File: src/hw/rtl/sac_pkg.sv
package sac_pkg;

    // Field formats
    localparam int COORD_BITS    = 24;
    localparam int FRACTION_BITS = 16;
    localparam int SIZE_BITS     = 12;
    localparam int TIME_BITS     = 16;
    localparam int SIZE_SHIFT    = 8;
    localparam int DISP_SHIFT    = 16;

    // Derived datapath widths
    localparam int PROD_BITS = COORD_BITS + TIME_BITS + 1;
    localparam int DWID_BITS = PROD_BITS - DISP_SHIFT;
    localparam int DIST_BITS = COORD_BITS + 2;
    localparam int NUM_BITS  = DIST_BITS + FRACTION_BITS;
    localparam int QUO_BITS  = FRACTION_BITS + 2;
    localparam int RES_BITS  = FRACTION_BITS + 3;
    localparam int FRAC_BITS = FRACTION_BITS + 1;

    // Pipeline depths and result queue size
    localparam int DIV_LAT   = QUO_BITS + 2;
    localparam int FRONT_LAT = 2;
    localparam int BACK_LAT  = DIV_LAT + 1;
    localparam int PIPE_LAT  = FRONT_LAT + BACK_LAT;
    localparam int Q_AW      = $clog2(PIPE_LAT + 2);
    localparam int Q_DEPTH   = 1 << Q_AW;

    // Fraction constants; infinities sit outside the saturation range
    localparam logic signed [RES_BITS-1:0] ONE_FRAC = RES_BITS'(1) << FRACTION_BITS;
    localparam logic [QUO_BITS:0] CLAMP_MAG = (QUO_BITS + 1)'(1) << (FRACTION_BITS + 1);
    localparam logic signed [RES_BITS-1:0] POS_INF = {1'b0, {(RES_BITS - 1){1'b1}}};
    localparam logic signed [RES_BITS-1:0] NEG_INF = {1'b1, {(RES_BITS - 1){1'b0}}};

    typedef enum logic [2:0] {
        SIDE_NONE   = 3'd0,
        SIDE_LEFT   = 3'd1,
        SIDE_RIGHT  = 3'd2,
        SIDE_TOP    = 3'd3,
        SIDE_BOTTOM = 3'd4
    } side_t;

    typedef struct packed {
        logic signed [DIST_BITS-1:0]  din;
        logic signed [DIST_BITS-1:0]  dout;
        logic signed [COORD_BITS-1:0] disp;
        logic                         zero;
        logic                         din_pos;
    } axis_t;

    typedef struct packed {
        logic [FRAC_BITS-1:0] frac;
        side_t                side;
    } result_t;

endpackage

File: src/hw/rtl/sac_front.sv
module sac_front (
    input  logic                                 clk,
    input  logic                                 rst_n,
    input  logic                                 in_valid,
    input  logic signed [sac_pkg::COORD_BITS-1:0] mover_x,
    input  logic signed [sac_pkg::COORD_BITS-1:0] mover_y,
    input  logic        [sac_pkg::SIZE_BITS-1:0]  mover_w,
    input  logic        [sac_pkg::SIZE_BITS-1:0]  mover_h,
    input  logic signed [sac_pkg::COORD_BITS-1:0] mover_vx,
    input  logic signed [sac_pkg::COORD_BITS-1:0] mover_vy,
    input  logic        [sac_pkg::TIME_BITS-1:0]  delta_time,
    input  logic signed [sac_pkg::COORD_BITS-1:0] target_x,
    input  logic signed [sac_pkg::COORD_BITS-1:0] target_y,
    input  logic        [sac_pkg::SIZE_BITS-1:0]  target_w,
    input  logic        [sac_pkg::SIZE_BITS-1:0]  target_h,
    output logic                                 out_valid,
    output sac_pkg::axis_t                       axis_x,
    output sac_pkg::axis_t                       axis_y
);
    import sac_pkg::*;

    logic                         s1_valid_reg;
    logic signed [PROD_BITS-1:0]  px_reg, py_reg;
    logic signed [COORD_BITS-1:0] mx_reg, my_reg, tx_reg, ty_reg;
    logic [SIZE_BITS-1:0]         mw_reg, mh_reg, tw_reg, th_reg;
    logic                         s2_valid_reg;
    axis_t                        ax_reg, ay_reg, ax_next, ay_next;

    // Saturate the displacement, pick entry and exit distances by its sign
    function automatic axis_t axis_calc(
        input logic signed [PROD_BITS-1:0]  prod,
        input logic signed [COORD_BITS-1:0] mpos,
        input logic [SIZE_BITS-1:0]         msize,
        input logic signed [COORD_BITS-1:0] tpos,
        input logic [SIZE_BITS-1:0]         tsize
    );
        logic signed [DWID_BITS-1:0]  dw;
        logic signed [COORD_BITS-1:0] d;
        logic signed [DIST_BITS-1:0]  mp, tp, ms, ts, near_d, far_d;
        logic                         in_range;
        axis_t                        a;
        dw = prod[PROD_BITS-1:DISP_SHIFT];
        in_range = (&dw[DWID_BITS-1:COORD_BITS-1]) | ~(|dw[DWID_BITS-1:COORD_BITS-1]);
        if (in_range)
            d = dw[COORD_BITS-1:0];
        else
            d = dw[DWID_BITS-1] ? {1'b1, {(COORD_BITS - 1){1'b0}}}
                                : {1'b0, {(COORD_BITS - 1){1'b1}}};
        mp = DIST_BITS'(mpos);
        tp = DIST_BITS'(tpos);
        ms = DIST_BITS'({msize, {SIZE_SHIFT{1'b0}}});
        ts = DIST_BITS'({tsize, {SIZE_SHIFT{1'b0}}});
        near_d = tp - (mp + ms);
        far_d  = (tp + ts) - mp;
        if (d > 0)
        begin
            a.din  = near_d;
            a.dout = far_d;
        end
        else
        begin
            a.din  = far_d;
            a.dout = near_d;
        end
        a.disp    = d;
        a.zero    = (d == '0);
        a.din_pos = (a.din > 0);
        return a;
    endfunction

    // Advance the valid flags
    always_ff @(posedge clk or negedge rst_n)
    begin
        if (!rst_n)
        begin
            s1_valid_reg <= 1'b0;
            s2_valid_reg <= 1'b0;
        end
        else
        begin
            s1_valid_reg <= in_valid;
            s2_valid_reg <= s1_valid_reg;
        end
    end

    // Form velocity times step, hold the boxes
    always_ff @(posedge clk)
    begin
        px_reg <= mover_vx * $signed({1'b0, delta_time});
        py_reg <= mover_vy * $signed({1'b0, delta_time});
        mx_reg <= mover_x;
        my_reg <= mover_y;
        tx_reg <= target_x;
        ty_reg <= target_y;
        mw_reg <= mover_w;
        mh_reg <= mover_h;
        tw_reg <= target_w;
        th_reg <= target_h;
    end

    always_comb
    begin
        ax_next = axis_calc(px_reg, mx_reg, mw_reg, tx_reg, tw_reg);
        ay_next = axis_calc(py_reg, my_reg, mh_reg, ty_reg, th_reg);
    end

    always_ff @(posedge clk)
    begin
        ax_reg <= ax_next;
        ay_reg <= ay_next;
    end

    assign out_valid = s2_valid_reg;
    assign axis_x    = ax_reg;
    assign axis_y    = ay_reg;

endmodule

File: config.mk
export PLATFORM = sky130hd
export DESIGN_NAME = sac_front
export DESIGN_NICKNAME = d
export VERILOG_FILES = /design/src/hw/rtl/sac_pkg.sv /design/src/hw/rtl/sac_front.sv
export SDC_FILE = /design/constraint.sdc
export NUM_CORES = 2
export LEC_CHECK = 0
export ABC_AREA = 1
export BUFFER_PORTS_ARGS = -buffer_cell sky130_fd_sc_hd__buf_2
export CORE_MARGIN = 1.5
export CORE_UTILIZATION = 25
export CTS_CLUSTER_SIZE = 10
export DETAILED_ROUTE_END_ITERATION = 8
export REMOVE_ABC_BUFFERS = 1
export SYNTH_ARGS = -nofsm -noshare
export SYNTH_HDL_FRONTEND = slang
export SYNTH_SLANG_ARGS = --single-unit
File: constraint.sdc
create_clock -name clk -period 2.93 [get_ports clk]
set_input_delay 0.586 -clock clk [delete_from_list [all_inputs] [get_ports clk]]
set_output_delay 0.586 -clock clk [all_outputs]
set_load 0.005 [all_outputs]
* Word-level counts from Yosys, hierarchy flattened
Cells that the tools add are included.
** Cells by class
- Reduce and logical (&&, ||, !) cells :: 6
- Order comparisons :: 4
- Add/sub/neg operators :: 8
- Multiply operators :: 2
- Bitwise operators :: 4
- Muxes and demuxes :: 6
** Operators with widths (number)
- $mux W52 :: 2
- $add A24 B21 Y25 :: 4
- $mux W24 :: 4
- $mul A24 B17 Y41 :: 2
- $gt A26 B1 Y1 const B :: 2
- $sub A24 B25 Y26 :: 2
- $sub A25 B24 Y26 :: 2
- $gt A24 B1 Y1 const B :: 2
- $logic_not A24 Y1 :: 2
- $reduce_and A2 Y1 :: 2
- $reduce_or A2 Y1 :: 2
- $not A1 Y1 :: 2
- $or A1 B1 Y1 :: 2
** Storage, ports and cells
- Output and inout port bits :: 157
- Word-level logic and storage cells :: 52
- Input port bits :: 211
- Register bits after elaboration :: 384

* Depth between registers and ports, before layout
- Word-level depth :: 7
- Gate-level depth with buffers :: 31
- Depth with buffers taken out :: 29

* Worst setup path before layout
No wires, ideal clock.
- Path kind :: input port to flip-flop
- Start :: input delta_time[3] in the netlist's numbering
- End :: register py_reg[40]
- Required time :: 2.818 ns
- Slack :: -3.140 ns
- Library setup time :: 0.112 ns
- Stages :: 21
- Path buffers :: 2
- Data arrival time :: 5.957 ns
- Cell sequence :: clkbuf_1 > clkbuf_1 > nand2_1 > fa_1 > fa_1 > inv_1 > fa_1 > fa_1 > fa_1 > inv_1 > fa_1 > inv_1 > ha_1 > nand2_1 > o21a_1 > a21boi_0 > nor2_1 > a211oi_1 > nand2_1 > nand2_1 > nand2_1
** On the way
- Cells in the longest elaborated chain, start to end :: 1
** RTL lines
- from (decl) :: line sac_front.sv:11 : input logic [sac_pkg::TIME_BITS-1:0] delta_time,
- $mul A24 B17 Y41 :: line sac_front.sv:90 : py_reg <= mover_vy * $signed({1'b0, delta_time});
- to (signal assigned) :: line sac_front.sv:90
- to (decl) :: line sac_front.sv:23 : logic signed [PROD_BITS-1:0] px_reg, py_reg;
Every way passes these cells.

* Worst setup path after layout
- Start :: input delta_time[10] in the netlist's numbering
- End :: register py_reg[39]
Same word-level chain as after synthesis.

==> metrics <==
outcome=finished, violations left; failing checks=setup timing; met2 usage=30.18%; drt pass-1 iters=7; hold depth=1; slowest CP cell=fa_1; worst setup margin=-2.294 ns; core area=188200 µm²; share of the synthesized area in the top cell type=33.88%; setup slack, reg-to-reg=-0.05 ns; post-route antenna net violation count=0; CP top delay family=adder cells; Post-synth EDFFs=0; DR WL/cell=15.91 µm; CP dominant cell by count=fa_1; Clock Pin Slew Worst Setup and Hold Paths=0.06 ns; Final Max Tran Viols=0; main combinational cell family by area after synthesis=adder cells; Starting DRT DRC Count=2219; Vias/cell=4.272; Seq cells post-synth=352; GR Layer Usage met3=1.658%; Clk Tree Root Cell=clkbuf_16; synth unique cells=45; Buf+Inv Stages, Crit Path=9; clk buf depth=3; TNS Setup=-108.97 ns; hold path start=mover_h[3]; I/O Buffers=367; Final #Nets=9112; clock tree from TritonCTS=built; Tcrit/Tclk final=178.3%; Post-Synthesis Cells=6371; Setup CP Type=in2reg; Worst Setup Start Kind=input pin; Compound-Gate Fraction of Synth Area=3.795%; Die ar.=192700 µm²; unrepaired setup endpoints after global routing=yes; FF-to-FF Start=mx_reg[5]; first-pass GRT wire length=251000 µm; final number of setup-violating endpoints=51; post-synthesis sequential area ratio=14.85%; commonest cells in the netlist=inv_1 (1839), nand2_1 (1814), fa_1 (804); CTS sink cnt=352; Max-slew headroom=57.05%; chip width=438.9 µm; CP Cell Sequence=buf_12, buf_16, buf_8, buf_4, nand2_2, fa_1, inv_2, buf_6, fa_1, inv_2, fa_1, fa_1, inv_2, fa_1, fa_1, ha_4, nand4_1, buf_4, o221ai_1, nor2_1, nand3_2, xor2_1; worst skew pair latency=0.66 ns; fin area=68540 µm²; Max Clk Rate=191.4 MHz; mux contribution to synthesized area=0.04214%; Worst Skew=0.07492 ns; initial core utilization=25.24%; dominant cells by area after synthesis=fa_1 (34%), dfxtp_1 (15%), inv_1 (15%), nand2_1 (14%), ha_1 (9.0%); Hold Crit Class=in2reg; Post-Synth XOR/XNOR Area=1.825%; most used routing layer=met2; ys flop type=dfxtp_1; Core Rows=159; Avg Inst Size Synth=7.457 µm²; htree depth=2; CP endpoint kind=register; final hold violations=0; Synth Area in Simple Gates=20.28%; Worst-Margin Slew=0.6375 ns; routed via count=43859; vias in the first global route=46150; Post-Place Cell Area=59250 µm²; Min-Delay Endpoint=mh_reg[3]; layout cells sized above 1=33.69%; crit path time final=5.224 ns; met1 Resource Use GR=20.67%; initial antenna violation count=7; IO Count=368; Hold Slack=0.06560 ns; CP Max Fanout=5; most common cell in the synthesized netlist=inv_1; R2R depth=18; GPL Wtd Cong=0.9483; Total GRT Usage=16.60%; adder-cell area share of the yosys netlist=42.88%; Ys Warns=0; Async SR Flop Fraction=0.5682%; critical path required time=3.49 ns; largest net degree at the start of global routing=34; area delta synth->final=44.27%; grt ovf=0; # DRC=0; total CTS buffers=44; worst reg2reg endpoint=axis_x[0]; Arrival @ worst endpoint=5.78 ns; Slowest Stage Delay on Critical Path=0.56 ns; Mapped Area=47510 µm²; cell taking the most area after synthesis=fa_1; Max-Cap Viols=0; Die Y=438.9 µm; HPWL reported at the end of detailed placement=131500 µm; Total Wirelength=163300 µm; Setup WS pre-CTS=-3.378 ns
==> through the flow <==
step | cells | utilization (%)
final | 10267 | 36.42
after global routing | 10266 | 36.42
after detailed placement | 10008 | 31.49
after CTS | 10194 | 34.49
after global placement | 10008 | 31.49
after floorplan | 6169 | -
==> cell usage in the layout, fill, tap and decap left out, types with 70 or more instances in the layout <==
| cell type | instances |
|---|---|
| inv_1 | 1702 |
| nand2_1 | 1529 |
| buf_4 | 978 |
| fa_1 | 738 |
| buf_2 | 327 |
| dfxtp_1 | 321 |
| ha_1 | 214 |
| nand2_2 | 206 |
| nand3_1 | 140 |
| nor2_1 | 136 |
| inv_2 | 133 |
| buf_6 | 119 |
| ha_4 | 118 |
| nand2_4 | 81 |
| nor2_4 | 72 |
| nand3_2 | 71 |
| a21oi_1 | 70 |
==> how the worst max path moves through the flow <==
stage | from | slack [ns] | depth (start not counted) | to
floorplan | mover_vy[23] | -2.58 | 19 | py_reg[40]
global placement | delta_time[3] | -3.33 | 23 | py_reg[39]
detailed placement | delta_time[3] | -3.38 | 23 | py_reg[39]
CTS | delta_time[6] | -2.27 | 26 | px_reg[33]
global route | delta_time[7] | -2.47 | 28 | px_reg[33]
finish | delta_time[10] | -2.29 | 22 | py_reg[39]
==> timing repair <==
item | in CTS | in global routing
hold buffers | 20 | 0
buffers inserted | 111 | 78
hold endpoints to repair | 21 | 0
gates cloned | 14 | 5
setup endpoints to repair | 64 | 61
gates resized for setup | 775 | 786
pin swaps | 325 | 440
==> logic make-up after synthesis <==
kind of cell	after synthesis
adders and majority gates	1146
xor gates and xnor gates	99
DFF	352
and+or+nand+nor	2409
buffers and inverters	2041
muxes	2
AOI/OAI and AO/OA	322
==> worst register-to-register path, stage by stage, from the launching register on <==
cell and delay, ns:
dfxtp_1 0.39, inv_1 0.10, ha_4 0.29, inv_1 0.05
ha_2 0.40, nand2_2 0.11, nor2_1 0.16, nand2_1 0.11
nand3_2 0.15, nand3_1 0.15, nand3_1 0.13, nand3_1 0.09
nand2_1 0.08, nand2_1 0.05, nor2_1 0.11, buf_4 0.16
nand3_4 0.12, nor2_4 0.15, nor2_1 0.05
==> cell type report <==
class                   count  area [µm²]
diodes                      2       5.005
clock buffers              52        1171
clock inverters             9       85.08
fillers                 19460      119700
inverters                1839        6913
multi-input cells        3980       37790
flip-flops and latches    352        7101
well taps                2495        3122
repair buffers           1538       12360
==> metal layers <==
metal | part of all wire [%] | up-vias
li1 | - | 21035
met1 | 41 | 21615
met2 | 52 | 981
met3 | 4.2 | 226
met4 | 2.7 | 2
met5 | 0.010 | -
Power is left out: the tool's default activity adds up to more than one toggle a clock period on the data nets, which glitch-free logic cannot reach.
