$ cat src/hw/rtl/sac_pkg.sv
package sac_pkg;

    // Field formats
    localparam int COORD_BITS    = 24;
    localparam int FRACTION_BITS = 16;
    localparam int SIZE_BITS     = 12;
    localparam int TIME_BITS     = 16;
    localparam int SIZE_SHIFT    = 8;
    localparam int DISP_SHIFT    = 16;

    // Derived datapath widths
    localparam int PROD_BITS = COORD_BITS + TIME_BITS + 1;
    localparam int DWID_BITS = PROD_BITS - DISP_SHIFT;
    localparam int DIST_BITS = COORD_BITS + 2;
    localparam int NUM_BITS  = DIST_BITS + FRACTION_BITS;
    localparam int QUO_BITS  = FRACTION_BITS + 2;
    localparam int RES_BITS  = FRACTION_BITS + 3;
    localparam int FRAC_BITS = FRACTION_BITS + 1;

    // Pipeline depths and result queue size
    localparam int DIV_LAT   = QUO_BITS + 2;
    localparam int FRONT_LAT = 2;
    localparam int BACK_LAT  = DIV_LAT + 1;
    localparam int PIPE_LAT  = FRONT_LAT + BACK_LAT;
    localparam int Q_AW      = $clog2(PIPE_LAT + 2);
    localparam int Q_DEPTH   = 1 << Q_AW;

    // Fraction constants; infinities sit outside the saturation range
    localparam logic signed [RES_BITS-1:0] ONE_FRAC = RES_BITS'(1) << FRACTION_BITS;
    localparam logic [QUO_BITS:0] CLAMP_MAG = (QUO_BITS + 1)'(1) << (FRACTION_BITS + 1);
    localparam logic signed [RES_BITS-1:0] POS_INF = {1'b0, {(RES_BITS - 1){1'b1}}};
    localparam logic signed [RES_BITS-1:0] NEG_INF = {1'b1, {(RES_BITS - 1){1'b0}}};

    typedef enum logic [2:0] {
        SIDE_NONE   = 3'd0,
        SIDE_LEFT   = 3'd1,
        SIDE_RIGHT  = 3'd2,
        SIDE_TOP    = 3'd3,
        SIDE_BOTTOM = 3'd4
    } side_t;

    typedef struct packed {
        logic signed [DIST_BITS-1:0]  din;
        logic signed [DIST_BITS-1:0]  dout;
        logic signed [COORD_BITS-1:0] disp;
        logic                         zero;
        logic                         din_pos;
    } axis_t;

    typedef struct packed {
        logic [FRAC_BITS-1:0] frac;
        side_t                side;
    } result_t;

endpackage

$ cat src/hw/rtl/sac_fifo.sv
module sac_fifo (
    input  logic                     clk,
    input  logic                     rst_n,
    input  logic                     wr_en,
    input  sac_pkg::result_t         wr_data,
    input  logic                     rd_en,
    output sac_pkg::result_t         rd_data,
    output logic                     empty,
    output logic [sac_pkg::Q_AW:0]   count
);
    import sac_pkg::*;

    result_t         mem [0:Q_DEPTH-1];
    logic [Q_AW-1:0] wr_ptr_reg, rd_ptr_reg;
    logic [Q_AW:0]   count_reg;
    logic            do_rd;

    assign do_rd = rd_en && (count_reg != '0);

    // Store the item
    always_ff @(posedge clk)
    begin
        if (wr_en)
            mem[wr_ptr_reg] <= wr_data;
    end

    // Advance pointers and occupancy
    always_ff @(posedge clk or negedge rst_n)
    begin
        if (!rst_n)
        begin
            wr_ptr_reg <= '0;
            rd_ptr_reg <= '0;
            count_reg  <= '0;
        end
        else
        begin
            if (wr_en)
                wr_ptr_reg <= wr_ptr_reg + Q_AW'(1);
            if (do_rd)
                rd_ptr_reg <= rd_ptr_reg + Q_AW'(1);
            count_reg <= count_reg + (Q_AW + 1)'(wr_en) - (Q_AW + 1)'(do_rd);
        end
    end

    assign rd_data = mem[rd_ptr_reg];
    assign empty   = (count_reg == '0);
    assign count   = count_reg;

endmodule

$ cat config.mk
export PLATFORM = sky130hd
export DESIGN_NAME = sac_fifo
export DESIGN_NICKNAME = d
export VERILOG_FILES = /design/src/hw/rtl/sac_pkg.sv /design/src/hw/rtl/sac_fifo.sv
export SDC_FILE = /design/constraint.sdc
export NUM_CORES = 1
export LEC_CHECK = 0
export ABC_AREA = 1
export BUFFER_PORTS_ARGS = -buffer_cell sky130_fd_sc_hd__buf_2
export CAP_MARGIN = 20
export CELL_PAD_IN_SITES_DETAIL_PLACEMENT = 0
export CELL_PAD_IN_SITES_GLOBAL_PLACEMENT = 2
export CORE_UTILIZATION = 44
export CTS_BUF_LIST = sky130_fd_sc_hd__clkbuf_4 sky130_fd_sc_hd__clkbuf_8
export CTS_CLUSTER_SIZE = 24
export DETAILED_ROUTE_END_ITERATION = 16
export GPL_TIMING_DRIVEN = 0
export PLACE_DENSITY_LB_ADDON = 0.1
export SLEW_MARGIN = 20
export SYNTH_ARGS = -nofsm -noshare
export SYNTH_HDL_FRONTEND = slang
export SYNTH_SLANG_ARGS = --single-unit
$ cat constraint.sdc
create_clock -name clk -period 3.95 [get_ports clk]
set_input_delay 0.395 -clock clk [delete_from_list [all_inputs] [get_ports clk]]
set_output_delay 0.395 -clock clk [all_outputs]
set_load 0.005 [all_outputs]
-- Word-level counts from Yosys, hierarchy flattened
Memory sizes are Yosys's and may differ from the RTL's.
Cells that the tools add are included.
- shift-type cells: 0
- bitwise logic cells: 0
- order comparisons: 0
- divide/modulo/power cells: 0
- mux-type cells: 2
- reduce and logical (&&, ||, !) cells: 3
- $mul: 0
- $add $sub $neg: 4
- eq/ne operators: 0
- operators with widths (cell ; number):
    adder 5 x 1 -> 5 bit (second input constant) ; 2
    adder 6 x 1 -> 6 bit ; 1
    logical NOT 6 bit ; 1
    nonzero test 6 bit ; 1
    subtractor 6 x 1 -> 6 bit ; 1
    two-way mux 1 bit ; 2
    logical AND 1 bit ; 1
- logic and storage cells: 13
- ROM bits: 0
- memories: 1
- input bits: 24
- output and inout bits: 27
- register bits after elaboration: 16
- latch bits: 0
- RAM bits: 640
- memories (memory ; depth ; bits a word ; rd ports ; clocked after Yosys merged registers in ; wr ports ; RTL line ; RTL):
    mem ; 32 ; 20 ; 1 ; 0 ; 1 ; sac_fifo.sv:13 ; result_t mem [0:Q_DEPTH-1];

-- Logic depth before layout (Yosys ltp)
Gate-level depths: netlist of the first run.
- depth in word-level cells: 3
- gate-level depth with buffers: 15
- mapped depth without buffers: 15

-- Worst setup path before layout of the first run
OpenSTA, ideal clock, no wires.
- path type: input to register
- start: input wr_en
- end: memory mem[31][0] (netlist name) (enable)
- data required time: 3.528 ns
- stages on the path: 5
- setup time: 0.422 ns
- path buffers: 1
- arrival: 2.327 ns
- slack: 1.201 ns
- path through: buf_2 -> nand2_1 -> nor2_1 -> inv_1 -> nor3_1
- longest elaborated chain between the ends: 2
- ends and longest elaborated chain (what ; RTL line ; RTL):
    start, declared ; sac_fifo.sv:4 ; input logic wr_en,
    two-way mux 1 bit ; sac_fifo.sv:23 ; if (wr_en)
    two-way mux 1 bit (not written as such) ; sac_fifo.sv:24 ; mem[wr_ptr_reg] <= wr_data;
    end, declared ; sac_fifo.sv:13 ;
No other way between the ends.

==> results of run 1 <==
## worst max-delay path: cells and delay by family (launching register included)
family | cells | cell delay [ps]
simple gates | 5 | 760
flops | 1 | 380
buf+inv | 6 | 1370
## kinds of logic after synthesis
family                   after synthesis  synth area share
flip-flops                           656            0.7029
AND/OR/NAND/NOR                     1368            0.2016
XOR/XNOR                              10          0.003138
buffers and inverters                482           0.07181
adder cells (fa/ha/maj)               14          0.006545
AO/OA/AOI/OAI                         67           0.01403
## placed cells by master, fill, tap and decap left out, drive strengths merged
cell,n
edfxtp,640
nor2,78
dfrtp,16
clkinvlp,3
clkbuf,174
a21o,1
nand4,2
xor2,8
nand2,899
diode,1
dlygate4sd3,2
ha,13
o21ai,2
nor3,2
a31oi,1
clkinv,32
inv,351
xnor2,2
fa,1
o211ai,21
buf,175
bufinv,8
nand3,387
a21oi,42
## where the power goes
group / internal, mW / total, mW / leakage (nW) / switching [mW]
clock: 3.53 / 6.25 / 1.19 / 2.72
combinational: 2.40 / 8.34 / 5.98 / 5.94
sequential: 8.13 / 8.29 / 5.95 / 0.161
total: 14.1 / 22.9 / 13.1 / 8.82
## layout make-up
type | instances | area [sq um]
fillers | 5654 | 30160
plain buffers | 133 | 691.9
clock inverters | 45 | 416.7
repair buffers | 70 | 569.3
flip-flops and latches | 656 | 19620
well taps | 837 | 1047
clock buffers | 148 | 1843
inverters | 349 | 1313
diodes | 1 | 2.502
multi-input cells | 1459 | 6506
## final timing paths
kind,end,cells past startpoint,slack (ps)
max in group asynchronous,rd_ptr_reg[0],2,3500
hold reg to reg,wr_ptr_reg[0],1,580
setup reg to reg,mem[7][14],6,1340
min in group asynchronous,wr_ptr_reg[3],2,160
setup / recovery,rd_data[11],11,300
hold / removal,rd_ptr_reg[0],3,70
## through the flow
step                      cells  hold slack, ps  setup slack [ps]
after floorplan            2597           99.41              1201
after global placement     3484           348.9            -747.7
after detailed placement   3502           350.4              1004
after CTS                  3697           43.01             212.1
after global routing       3698           114.0             157.5
final                      3698           71.57             302.3
## repair_timing
action | CTS | global route
setup endpoints to repair | 0 | 0
hold buffers | 2 | 0
hold endpoints to repair | 17 | 0
## routing by layer
metal,GRT usage,vias up,share of wire
li1,-,8914,-
met1,0.3403,8723,0.45
met4,0.08554,0,0.027
met3,0.03708,132,0.055
met5,0,-,0
met2,0.3974,482,0.47
==> impl_metrics.env, run 1 <==
export IMPL_critPathMaxStageDelay_ps=380
export IMPL_syn_inst=2597
export IMPL_die_area_sq_um=64450
export IMPL_ys_warn_count=0
export IMPL_cts_setup_buffers=0
export IMPL_async_reset_ff_frac=0.02439
export IMPL_clkLatencyLatePin_ps=720
export IMPL_drt_iter0_drc=1685
export IMPL_start_util=0.4490
export IMPL_max_freq_mhz=274.1
export IMPL_synth_main_ff_cell="edfxtp_1"
export IMPL_area_delta_synth_final_pct=14.68
export IMPL_post_cts_resized=0
export IMPL_htreeDepth=3
export IMPL_finalSetupViolations=0
export IMPL_syn_num_nets=2635
export IMPL_grt_max_degree=33
export IMPL_core_sq_um=62170
export IMPL_post_route_period_util=0.9235
export IMPL_synth_most_common_cell="nand2_1"
export IMPL_grt_pass1_wl_mm=112.9
export IMPL_drc=0
export IMPL_grt_total_usage=0.2464
export IMPL_yosysSeqAreaShare=0.7029
export IMPL_p_leak_nw=13.11
export IMPL_ys_types=24
export IMPL_dieHeight_um=253.9
export IMPL_crit_required_ps=3560
export IMPL_slew_headroom=0.3008
export IMPL_place_area_sq_um=29730
export IMPL_finalCriticalPeriod_ps=3648
export IMPL_critPathLaunch="rd_ptr_reg[1]"
export IMPL_finalHoldViolCount=0
export IMPL_wirelength_mm=77.76
export IMPL_total_power_mw=22.88
export IMPL_antenna_found_initial=3
export IMPL_hold_start="rd_en"
export IMPL_via_per_inst=4.935
export IMPL_clock_path_buffers=3
export IMPL_grt_setup_unrepaired="false"
export IMPL_wl_per_cell_um=21.03
export IMPL_crit_fanout=10
export IMPL_drv_slew=0
export IMPL_numPortBuffers=50
export IMPL_path_cells="buf_2 -> inv_2 -> buf_4 -> buf_2 -> nand3_1 -> nand3_1 -> nand3_1 -> nand2_1 -> nand2_1 -> inv_1 -> buf_2"
export IMPL_irDropWorstVdd_mv=0.3674
export IMPL_cts_tree="built"
export IMPL_final_nets=2814
export IMPL_r2r_start="wr_ptr_reg[0]"
export IMPL_final_util=0.5149
export IMPL_start_kind="register"
export IMPL_synth_edf_count=640
export IMPL_status="complete, no violations"
export IMPL_grt_pass1_vias=17560
export IMPL_yosysTopAreaCell="edfxtp_1"
export IMPL_dp_hpwl_mm=49.24
export IMPL_first_pass_iters=5
export IMPL_max_cap_violations=0
export IMPL_drive_above_1_share=0.1301
export IMPL_cp_arrival_ps=3250
export IMPL_synthTopCellsByCount="899 x nand2_1, 640 x edfxtp_1, 387 x nand3_1"
export IMPL_synthTopCellsByArea="edfxtp_1 69%, nand2_1 12%, nand3_1 6.9%"
export IMPL_rows=91
export IMPL_worstMarginPinSlew_ps=1048
export IMPL_design_area_sq_um=32010
export IMPL_largest_reg_flops=640
export IMPL_critPathKind="register to output pin"
export IMPL_netlist_area_leader_share=0.6885
export IMPL_min_path_type="input port to register"
export IMPL_clk_pin_slew_ps=60
export IMPL_final_setup_tns_ps=0
export IMPL_cts_sinks=656
export IMPL_slowest_stage="dfrtp_1"
export IMPL_root_buffer="clkbuf_8"
export IMPL_ant_nets=0
export IMPL_post_synth_cell_area_avg_sq_um=10.75
export IMPL_ys_ff_latch=656
export IMPL_p_per_area_nw_per_um2=714.8
export IMPL_cts_inserted_buffers=107
export IMPL_vias=18250
export IMPL_worstSetupEndpointType="output pin"
export IMPL_clock_skew_ps=29.67
export IMPL_grt_overflow=0
export IMPL_syn_area_sq_um=27910
export IMPL_io_pin_count=51
export IMPL_routabilityCongestion=0.8130
export IMPL_die_w_um=253.9
Power figures use the tool's default switching activity.
==> inputs of run 2 (changes only) <==
BUFFER_PORTS_ARGS = default   (was -buffer_cell sky130_fd_sc_hd__buf_2)
CORE_UTILIZATION = 45   (was 44)
DONT_BUFFER_PORTS = 1   (was default)
REMOVE_ABC_BUFFERS = 1   (was default)
==> run 2 against run 1 <==
Against the previous run: worst hold slack gained 140 ps; first-iteration DRC count shrank 16%; core utilization grew 1.5 points; total power shrank 2.6%; combinational power shrank 4.4%; die area shrank 2.2%; highest routed layer is now met5; final cell count shrank 4.4%; maximum frequency shrank 1.2%; sequential share of layout area shrank 0.41 points; cell area grew 0.74%; clock power shrank 6.2%.
==> impl_metrics.env, run 2 (synthesis results as in run 1) <==
export IMPL_final_nets=2699
export IMPL_r2r_end="mem[31][8]"
export IMPL_finalSetupViolations=0
export IMPL_start_util=0.4590
export IMPL_grt_pass1_vias=18060
export IMPL_cts_inserted_buffers=109
export IMPL_use_met3=0.04452
export IMPL_rows=90
export IMPL_drt_iter0_drc=1416
export IMPL_root_buffer="clkbuf_8"
export IMPL_critPathLaunch="rd_ptr_reg[0]"
export IMPL_drive_above_1_share=0.1047
export IMPL_drv_slew=0
export IMPL_htreeDepth=3
export IMPL_grt_met1_usage=0.3462
export IMPL_final_setup_tns_ps=0
export IMPL_grt_total_usage=0.2536
export IMPL_worstSetupEndpointType="output pin"
export IMPL_grt_busiest_layer="met2"
export IMPL_start_kind="register"
export IMPL_post_place_cells=3301
export IMPL_grt_setup_unrepaired="false"
export IMPL_post_route_period_util=0.9345
export IMPL_grtUsageMet2=0.4140
export IMPL_drc=0
export IMPL_clk_pin_slew_ps=60
export IMPL_core_sq_um=60810
export IMPL_min_path_type="input port to register"
export IMPL_area_delta_synth_final_pct=15.53
export IMPL_numPortBuffers=0
export IMPL_die_w_um=251.1
export IMPL_grt_pass1_wl_mm=115.9
export IMPL_p_per_area_nw_per_um2=691.1
export IMPL_routabilityCongestion=0.7106
export IMPL_clkLatencyLatePin_ps=710
export IMPL_cp_arrival_ps=3300
export IMPL_antenna_found_initial=4
export IMPL_slew_headroom=0.2843
export IMPL_crit_required_ps=3560
export IMPL_worst_hold_slack_ps=210.4
export IMPL_first_pass_iters=5
export IMPL_clock_skew_ps=27.33
export IMPL_ff2ff_path_depth=7
export IMPL_finalHoldViolCount=0
export IMPL_cts_tree="built"
export IMPL_max_cap_violations=0
export IMPL_final_util=0.5303
export IMPL_dieHeight_um=251.1
export IMPL_irDropWorstVdd_mv=0.4675
export IMPL_dp_hpwl_mm=42.74
export IMPL_ant_nets=0
export IMPL_vias=18320
export IMPL_critPathKind="register to output pin"
export IMPL_die_area_sq_um=63030
export IMPL_wl_per_cell_um=22.15
export IMPL_worstMarginPinSlew_ps=1070
export IMPL_rrSetupSlack_ps=1340
export IMPL_grt_overflow=0
export IMPL_finalCriticalPeriod_ps=3691
export IMPL_r2r_start="wr_ptr_reg[0]"
export IMPL_io_pin_count=51
export IMPL_switching_share=0.3816
export IMPL_power_switching_mw=8.505
export IMPL_final_common_cell="nand2_1"
export IMPL_status="complete, no violations"
export IMPL_p_leak_nw=13.00
export IMPL_seq_power_share=0.379
export IMPL_grt_max_degree=87
export IMPL_pwr_share_comb=0.358
export IMPL_via_per_inst=5.184
export IMPL_crit_fanout=86
export IMPL_wirelength_mm=78.31
export IMPL_crit_path_end="rd_data[6]"
export IMPL_layout_common_cells="898 x nand2_1, 640 x edfxtp_1, 387 x nand3_1"
export IMPL_clock_path_buffers=3
export IMPL_clkPwrFrac=0.263
export IMPL_p_int_mw=13.78
export IMPL_cts_sinks=656
export IMPL_largest_reg_flops=640
export IMPL_max_freq_mhz=270.9
export IMPL_stdcell_count=3535
==> run 2: cell count changes in the layout (fill, tap and decap cells not counted), moves of 6 or more <==
cell | before | now
buf_16 | 2 | 39
clkinv_1 | 19 | 37
dlygate4sd3_1 | 2 | 9
buf_1 | 10 | 0
clkbuf_8 | 117 | 111
buf_4 | 21 | 6
buf_2 | 126 | 14
clkbuf_4 | 31 | 40
clkinv_2 | 13 | 6
clkbuf_1 | 26 | 0
==> run 2: how the worst min path moves through the flow <==
stage	start	to	slack [ps]	cells after the start
6_report	wr_data[1]	mem[30][1]	210	1
5_1_grt	wr_data[8]	mem[15][8]	200	1
4_1_cts	wr_en	wr_ptr_reg[2]	170	4
3_5_place_dp	rst_n	count[2]	100	0
3_3_place_gp	rst_n	count[4]	100	0
2_1_floorplan	rst_n	count[0]	100	0
==> run 2: cell type report <==
type                       instances  area (sq um)
clock buffer                     151          1828
multi-input combinational       1459          6531
fill                            5321         28560
sequential                       656         19630
timing repair buffer              85          1619
inverter                         349          1350
tap                              782         978.4
antenna                            1         2.502
timing repair inverter             1         8.758
clock inverter                    51         296.5
==> run 2: per-stage QoR <==
| stage | setup WS (ps) | power (mW) | instance area [sq um] |
|---|---|---|---|
| 6_report | 258.6 | 22.29 | 32250 |
| 2_1_floorplan | -6095 | 12.87 | 27220 |
| 3_3_place_gp | -17580 | 13.95 | 28200 |
| 4_1_cts | 1.245 | 22.39 | 32230 |
| 5_1_grt | 47.35 | 23.62 | 32250 |
| 3_5_place_dp | -177.4 | 16.21 | 29780 |
==> run 2: timing repair <==
item | 4_1_cts | 5_1_grt
resized for setup | 1 | 5
gates cloned | 3 | 2
buffers inserted | 3 | 1
hold buffers | 23 | 0
endpoints found under the hold margin | 661 | 0
endpoints found under the setup margin | 20 | 17
pin swaps | 0 | 0
==> run 2: critical path, cell delays in order (launching register included) <==
cell and delay [ps]:
dfrtp_4 510, buf_16 220, buf_12 220, buf_16 200
inv_16 220, buf_16 310, nand2_1 90, nand2_1 70
nand2_1 50, a21oi_1 210, nor2_2 100, nand2_1 80
nand2_1 100, inv_1 90
==> run 2: metal layers <==
metal,wire (um),up-vias
met5,34,-
met2,37130,520
met4,2146,6
li1,-,8705
met3,4362,146
met1,34630,8947
==> run 2: power groups by stage <==
| stage | clock network (mW) | registers, mW | logic (mW) |
|---|---|---|---|
| 2_1_floorplan | 0 | 8.86 | 4.01 |
| 6_report | 5.86 | 8.45 | 7.97 |
| 3_5_place_dp | 0 | 8.72 | 7.49 |
| 3_3_place_gp | 0 | 9.12 | 4.84 |
| 5_1_grt | 6.29 | 8.49 | 8.85 |
| 4_1_cts | 5.99 | 8.47 | 7.93 |
